`config.mk`:
```
export PLATFORM = sky130hd
export DESIGN_NAME = sbo_lane
export DESIGN_NICKNAME = d
export VERILOG_FILES = /design/src/rtl/sbo_pkg.sv /design/src/rtl/sbo_lane.sv
export SDC_FILE = /design/constraint.sdc
export NUM_CORES = 1
export LEC_CHECK = 0
export ABC_CLOCK_PERIOD_IN_PS = 22900
export BUFFER_PORTS_ARGS = -buffer_cell sky130_fd_sc_hd__buf_2
export CORE_ASPECT_RATIO = 2
export CORE_MARGIN = 1.5
export CORE_UTILIZATION = 60
export CTS_CLUSTER_DIAMETER = 150
export DETAILED_ROUTE_END_ITERATION = 12
export PLACE_DENSITY = 0.85
export SETUP_SLACK_MARGIN = 0.1
export SLEW_MARGIN = 30
export SYNTH_ARGS = -nofsm -noshare
export SYNTH_HDL_FRONTEND = slang
export SYNTH_SLANG_ARGS = --single-unit
```
`constraint.sdc`:
```
create_clock -name clk -period 22.9 [get_ports clk]
set_input_delay 2.29 -clock clk [delete_from_list [all_inputs] [get_ports clk]]
set_output_delay 2.29 -clock clk [all_outputs]
set_load 0.01 [all_outputs]
```
`src/rtl/sbo_pkg.sv`:
```
// Package with the shared types of the segment and box overlap block.
package sbo_pkg;

    localparam int NUM_AXES = 3;

    typedef struct packed {
        logic s_in;
        logic e_in;
        logic moving;
        logic en_lt1;
        logic ex_gt0;
    } lane_flags_t;

endpackage

```
`src/rtl/sbo_lane.sv`:
```
// Per-axis slab lane: orders the corners and forms the entry and exit fractions.
module sbo_lane #(
    parameter int COORD_WIDTH = 24
) (
    input  logic                          clk,
    input  logic                          en,
    input  logic signed [COORD_WIDTH-1:0] s,
    input  logic signed [COORD_WIDTH-1:0] e,
    input  logic signed [COORD_WIDTH-1:0] ca,
    input  logic signed [COORD_WIDTH-1:0] cb,
    output logic signed [COORD_WIDTH+1:0] an,
    output logic signed [COORD_WIDTH+1:0] xn,
    output logic signed [COORD_WIDTH+1:0] dd,
    output sbo_pkg::lane_flags_t          flags
);
    import sbo_pkg::*;

    localparam int OW = COORD_WIDTH + 2;

    logic signed [OW-1:0] s_w, e_w, lo_w, hi_w, d_w;
    logic signed [OW-1:0] an_next, xn_next, dd_next;
    logic signed [OW-1:0] an_reg, xn_reg, dd_reg;
    lane_flags_t          flags_next, flags_reg;
    logic                 pos;

    always_comb
    begin
        s_w  = OW'(s);
        e_w  = OW'(e);
        lo_w = (ca < cb) ? OW'(ca) : OW'(cb);
        hi_w = (ca < cb) ? OW'(cb) : OW'(ca);
        d_w  = e_w - s_w;
        pos  = (d_w > 0);
        an_next = pos ? (lo_w - s_w) : (s_w - hi_w);
        xn_next = pos ? (hi_w - s_w) : (s_w - lo_w);
        dd_next = pos ? d_w : (-d_w);
        flags_next.s_in   = (s_w >= lo_w) && (s_w <= hi_w);
        flags_next.e_in   = (e_w >= lo_w) && (e_w <= hi_w);
        flags_next.moving = (d_w != 0);
        flags_next.en_lt1 = (an_next < dd_next);
        flags_next.ex_gt0 = (xn_next > 0);
    end

    always_ff @(posedge clk)
    begin
        if (en)
        begin
            an_reg    <= an_next;
            xn_reg    <= xn_next;
            dd_reg    <= dd_next;
            flags_reg <= flags_next;
        end
    end

    assign an    = an_reg;
    assign xn    = xn_reg;
    assign dd    = dd_reg;
    assign flags = flags_reg;

endmodule

```
==> results.toml <==
[clocking]
postCtsSetupRepairBufs = 0
cts_resized = 0
h-tree-depth = 3
clockBufferDepth = 2
cts_made_buffers = 9
clock_sinks = 83
cts_hold_buffers = 0
path_clk_slew_ps = 70
root_buffer = "clkbuf_16"
cts_tree = "done"

[place]
port_buffers = 180
globalplace.congestion = 1.02
dp_hpwl_mm = 39.1
placed_cell_area_mm2 = 0.0145

[global_route]
antenna_found_initial = 0
grt_pass1_wl_mm = 71.8
grt_max_degree = 68
grt_pass1_vias = 13600
overflow = 0
track_usage = 0.404

[floorplanning]
initial_core_util = 0.610
die_width_um = 109
ioPinCount = 181
coreArea_mm2 = 0.0221
dieHeight_um = 215
fp.dieArea_mm2 = 0.0234
num_rows = 77

[yosys]
synth_seq_area_share = 0.185
synth.most_common_cell = "ha_1"
synth_cell_types = 84
ys_seq_elements = 83
syn_avg_cell_area_um2 = 7.82
synth-async-reset-ratio = 0
synth.top_cells.by_area = "ha_1 (19%), edfxtp_1 (19%), a21o_1 (5.9%), xnor2_1 (5.5%), a21oi_1 (4.8%)"
netlist.area_leader.share = 0.192
yosysTopAreaCell = "ha_1"
synth_edf_count = 83
syn_nets = 2033
synthesis.area_mm2 = 0.0135
netlist_instances = 1723
synth_ff_type = "edfxtp_1"
netlist_top_cells_count = "ha_1 (207), nor2_1 (161), inv_1 (154), a21oi_1 (129), nand2_1 (129)"
synth.yosys.warnings = 0

[sta]
fin_crit_ps = 10700
post-route-period-util = 0.467
fin_tns_setup_ps = 0
slew_viol_final = 0
max_freq_mhz = 93.5
setup_viol = 0
rsz0062_at_grt = "no"
maxSlewHeadroom = 0.219
worstMarginPinSlew_ps = 1160
hold_viol_final = 0

[worst_setup_path]
cp_max_fo = 22
cpPeakStageDelay_ps = 770
cp-end-kind = "register"
critPathArrivalTime_ps = 10890
required_ps = 23090
critical_path_class = "in2reg"
critPathLaunchType = "input pin"
crit_slowest_cell = "ha_1"

[worst_hold_path]
hold_path_class = "in2reg"

[routing]
wl_per_cell_um = 22.3
drt-pass1-iter-count = 10
wl_mm = 47.5
routed.top_layer = "met4"
drtIter0Drc = 1007
vias_per_cell = 6.48
vias = 13800
dr_wl_met2_mm = 22.7
route.met3.wl_mm = 2.99
drc_errors = 0
wl_met1_mm = 17.4
drtAntennaViolNets = 0

[finish]
final_area_mm2 = 0.0148
area_growth_pct = 10.2
nets = 2160
drive_above_1_share = 0.125
fin_util = 0.673
num_antenna_cells = 0

[power]
p_total_mw = 1.26
leakagePower_nw = 7.16
max-vdd-ir-drop_mv = 0.0738
pwr_density_cell_mw_per_mm2 = 84.7

[flow_run]
drv_cap = 0

[run_status]
outcome = "complete, no violations"
where the power goes:
part           internal (mW)  switching, mW  leakage, nW
Combinational          0.319          0.535         6.19
Clock                 0.0969         0.0639        0.155
Sequential             0.229         0.0117        0.811
path summary, 6_finish.rpt:
check	startpoint	to	slack (ps)	cells after the start
setup / recovery	cb[23]	flags[1]$_DFFE_PP_	12200	30
hold / removal	en	dd[3]$_DFFE_PP_	2340	1
critical path, delay by kind of cell:
kind	cells	cell delay, ps
buf+inv	2	130
xor+xnor	2	850
compound gates	18	4950
simple gates	5	1170
fa+ha+maj	3	1460
area by class of cell:
class	count	area [µm²]
fill	1920	7220
clock inverter	6	96.3
tap	276	345
timing repair buffer	189	971
inverter	154	578
multi-input combinational	1413	10100
clock buffer	10	229
sequential	83	2490
cells by family (layout without fill, tap and decap cells):
| kind of cell | after synthesis | count (layout) | share of synthesized area |
|---|---|---|---|
| xor gates and xnor gates | 132 | 132 | 0.0864 |
| buffers and inverters | 227 | 359 | 0.0642 |
| muxes | 27 | 27 | 0.0201 |
| and+or+nand+nor | 494 | 494 | 0.177 |
| adders and majority gates | 213 | 213 | 0.201 |
| DFF | 83 | 83 | 0.185 |
| AOI/OAI and AO/OA | 547 | 547 | 0.266 |
cells in the final DEF, fill, tap and decap left out, drive strengths merged, types with 6 or more instances in the layout:
cell       n
inv      156
a221oi     7
or2        9
and3      14
o21ai    124
a21o     106
nand2    129
o21bai    23
edfxtp    83
a31oi     21
a2111oi    9
xnor2     85
nand4     29
o211ai    14
a21oi    130
and2       6
xor2      47
mux2i     27
o22ai      7
clkbuf    10
nor4      14
a21boi     6
nor2b     30
a211oi    15
or4       10
or3       10
nand3     25
o2111ai    6
o21a      19
buf      189
nor2     161
nand2b    10
nor3      23
ha       207
stage by stage:
step	hold WS, ps	std cells	setup WS (ps)
after global placement	2690	2115	12530
after detailed placement	2700	2115	12190
final	2340	2131	12200
after global routing	2340	2131	11580
after CTS	2330	2131	12410
after floorplan	2400	1723	13620
layer usage:
metal  vias up  track usage
li1       6479            -
met1      6432        0.456
met2       694        0.673
met3       198       0.0425
met4         0        0.322
met5         -            0
Power figures use the tool's default switching activity.
