File: src/rtl/sbo_pkg.sv
// Package with the shared types of the segment and box overlap block.
package sbo_pkg;

    localparam int NUM_AXES = 3;

    typedef struct packed {
        logic s_in;
        logic e_in;
        logic moving;
        logic en_lt1;
        logic ex_gt0;
    } lane_flags_t;

endpackage

File: src/rtl/sbo_mul.sv
// Two-stage signed multiplier built from four half-width partial products.
module sbo_mul #(
    parameter int OW = 26
) (
    input  logic                  clk,
    input  logic                  en1,
    input  logic                  en2,
    input  logic signed [OW-1:0]  a,
    input  logic signed [OW-1:0]  b,
    output logic signed [2*OW-1:0] p
);
    import sbo_pkg::*;

    localparam int H  = OW / 2;
    localparam int HW = OW - H;
    localparam int PW = 2 * OW;

    logic signed [HW-1:0]      ah, bh;
    logic signed [H:0]         al, bl;
    logic signed [2*HW-1:0]    hh_reg;
    logic signed [HW+H:0]      hl_reg, lh_reg;
    logic signed [2*H+1:0]     ll_reg;
    logic signed [PW-1:0]      p_next, p_reg;

    always_comb
    begin
        ah = a[OW-1:H];
        bh = b[OW-1:H];
        al = $signed({1'b0, a[H-1:0]});
        bl = $signed({1'b0, b[H-1:0]});
        p_next = (PW'(hh_reg) <<< (2 * H)) + (PW'(hl_reg) <<< H)
               + (PW'(lh_reg) <<< H) + PW'(ll_reg);
    end

    always_ff @(posedge clk)
    begin
        if (en1)
        begin
            hh_reg <= ah * bh;
            hl_reg <= ah * bl;
            lh_reg <= al * bh;
            ll_reg <= al * bl;
        end
        if (en2)
        begin
            p_reg <= p_next;
        end
    end

    assign p = p_reg;

endmodule

File: config.mk
export PLATFORM = sky130hd
export DESIGN_NAME = sbo_mul
export DESIGN_NICKNAME = d
export VERILOG_FILES = /design/src/rtl/sbo_pkg.sv /design/src/rtl/sbo_mul.sv
export SDC_FILE = /design/constraint.sdc
export NUM_CORES = 2
export LEC_CHECK = 0
export BUFFER_PORTS_ARGS = -buffer_cell sky130_fd_sc_hd__buf_2
export CAP_MARGIN = 40
export CORE_MARGIN = 5
export CORE_UTILIZATION = 38
export CTS_CLUSTER_SIZE = 12
export DETAILED_ROUTE_END_ITERATION = 16
export GPL_TIMING_DRIVEN = 0
export SYNTH_ARGS = -nofsm -noshare
export SYNTH_HDL_FRONTEND = slang
export SYNTH_SLANG_ARGS = --single-unit
File: constraint.sdc
create_clock -name clk -period 15.13 [get_ports clk]
set_input_delay 2.2695 -clock clk [delete_from_list [all_inputs] [get_ports clk]]
set_output_delay 2.2695 -clock clk [all_outputs]
set_load 0.02 [all_outputs]
==> out/results.ini <==
[worst_setup_path]
r2r_slack_ns=11.06
path_class=primary input to flip-flop
cp_common_cell=fa_1
cp_slowest_stage_delay_ns=0.69
r2r_cells=10
r2r-end=p[45]
crit_path_max_fanout=10
critPathArrivalTime_ns=8.73
critPathSlowestCell=clkbuf_1
required_ns=15.32
rr_startpoint=hl_reg[2]
path_cells=buf_2, clkbuf_1, nand2_1, fa_1, inv_1, fa_1, fa_1, fa_1, inv_1, fa_1, inv_1, ha_1, and3_1, a221o_1, a31o_2, a41oi_1, a21oi_1, a211oi_1, a21oi_1, xor2_1
critPathLaunchType=primary input
end_kind=flip-flop

[synthesis]
synth-seq-cells=158
synth_edf_count=158
synth_area_leader_cell=fa_1
syn_area_sq_mm=0.0310
synth_top_cell_area_share_pct=36.4
synthesis.nets=4162
ys_seq_area_share_pct=15.3
ys_types=59
synthCells=3174
ys.flop_type=edfxtp_1
synthMuxAreaShare_pct=0.0646
synth-simple-area-share_pct=15.3
yosys_warnings=0
async_reset_ff_share_pct=0
synth_top_family_by_area=adder cells
syn_area_per_cell_sq_um=9.77
synthAdderAreaFrac_pct=51.3
synth_area_leaders=fa_1 36%, edfxtp_1 15%, ha_1 15%
synth_compound_area_share_pct=6.21
synthXorXnorAreaFrac_pct=3.11

[worst_hold_path]
hold_path_depth=0
hp-class=flip-flop to flip-flop
hold_start=ll_reg[12]
min_to=p[12]

[route]
routed_wl_um=86900
firstDrtPassIters=7
drtIter0Drc=1408
ant_nets=0
via_count=22100
route.detailed.drc=0
wire_per_inst_um=19.8
via_per_inst=5.04

[clock_network]
clk_pin_slew_ns=0.07
postCtsSetupRepairBufs=0
cts_made_buffers=17
root_buffer=clkbuf_16
clock_path_buffers=2
cts_resized=0
cts_tree=yes
h-tree-depth=4
clock_latency_ns=0.46
cts_sinks=158
cts_hold_buf=0

[run_status]
status=finished, final reports clean

[sta]
fin_crit_ns=8.54
worst_pin_slew_ns=0.872
holdWs_ns=0.427
slew_violations=0
fin_tns_setup_ns=0
setup_viol=0
clock_skew_ns=0.0154
finalHoldViolCount=0
max_freq_mhz=117
rsz0062_at_grt=no
slew_headroom_pct=41.9
period_share_pct=56.4

[finish]
finalNetCount=4290
largest_reg_flops=52
final_layout_size_suffix_gt1_share_pct=4.71
multiInputGateArea_sq_mm=0.0236
final_cells=4381
fill_cells=8030
seqCellArea_sq_mm=0.00474
area_growth_syn_to_layout_pct=8.14
finalInstanceArea_sq_mm=0.0335

[die]
ioPinCount=107
fp.dieArea_sq_mm=0.0874
die_y_um=296
start_util_pct=38.4
die_x_um=296
core-area_sq_mm=0.0807
row_count=104

[global_route]
busiest_layer=met2
grt_max_degree=75
antenna_found_initial=19
met2_usage_pct=33.4
met3_usage_pct=4.78
first_global_vias=23200
grt_pass1_wl_um=136000
grtUsageTotal_pct=20.5
overflow=0
grtUsageMet1_pct=27.6

[placed_design]
port_buffers=105
dp_hpwl_um=72800
gp_congestion=0.939
dp_cells=4343
placed_area_sq_mm=0.0329

[job]
maxCapViolations=0

kinds of logic after synthesis:
logic type               after synthesis
adder cells (fa/ha/maj)              933
buffers and inverters                718
multiplexers                           2
XOR/XNOR                             110
flip-flops                           158
AND/OR/NAND/NOR                      960
AO/OA/AOI/OAI                        293
cell usage in the layout (no fill, tap or decap), types with 14 or more instances in the layout:
cell type	n
inv_1	608
xnor2_1	81
clkbuf_1	109
nand3_1	23
nand2_1	389
a21oi_1	88
ha_1	369
nand2b_1	33
clkbuf_16	17
nor3_1	30
and2_1	303
nor2b_1	26
nor2_1	95
xor2_1	29
and3_1	14
o21ai_0	47
edfxtp_1	158
a21o_1	39
fa_1	564
buf_2	106
o21a_1	15
cell type report:
| cell class | count | share of cell area (%) |
|---|---|---|
| Multi-Input combinational cell | 2298 | 70.3 |
| Timing Repair Buffer | 109 | 1.75 |
| Antenna cell | 6 | 0.0448 |
| Buffer | 109 | 1.22 |
| Sequential cell | 158 | 14.2 |
| Clock inverter | 15 | 0.508 |
| Inverter | 609 | 6.82 |
| Tap cell | 1060 | 3.96 |
| Clock buffer | 17 | 1.27 |
worst max-delay path by stage:
stage	start	to	slack (ns)	cells after the start
floorplan	b[4]	ll_reg[24]	7.54	21
global placement	a[16]	hl_reg[23]	5.79	21
detailed placement	a[10]	ll_reg[24]	6.18	20
CTS	a[10]	ll_reg[24]	6.65	20
global route	a[10]	ll_reg[24]	6.24	20
finish	a[10]	ll_reg[24]	6.59	20
Yosys cell counts, drive strengths merged, types with 7 or more instances:
master / count
and2: 303
a31oi: 9
a21o: 39
nand4: 11
nor2b: 26
edfxtp: 158
xor2: 29
or3: 8
fa: 564
nand3b: 7
a211oi: 13
o21bai: 8
o31ai: 8
a21boi: 9
clkbuf: 109
ha: 369
inv: 608
nor3: 30
or2: 10
nand2: 389
nor2: 95
o21ai: 49
nand2b: 33
and3: 14
xnor2: 81
o211ai: 8
a21oi: 89
nand3: 23
o21a: 15
metal layers:
metal	vias up	routed length (um)	share of wire, %
met4	8	2450	2.8
met2	766	39700	46
met5	-	47	0.054
met1	10900	37500	43
met3	137	7200	8.3
li1	10200	-	-
critical path: cells and delay by family:
kind,cells,cell delay [ns]
xor+xnor,1,0.40
fa+ha+maj,6,2.89
buf+inv,5,1.11
simple gates,2,0.42
compound gates,6,1.62
metrics by stage:
stage / worst slack, ns / utilization (%)
floorplan: 7.54 / -
global placement: 5.79 / 40.7
detailed placement: 6.18 / 40.8
CTS: 6.65 / 41.5
global route: 6.24 / 41.5
finish: 6.59 / 41.6
Power is left out: the tool's default activity adds up to more than one toggle a clock period on the data nets, which glitch-free logic cannot reach.
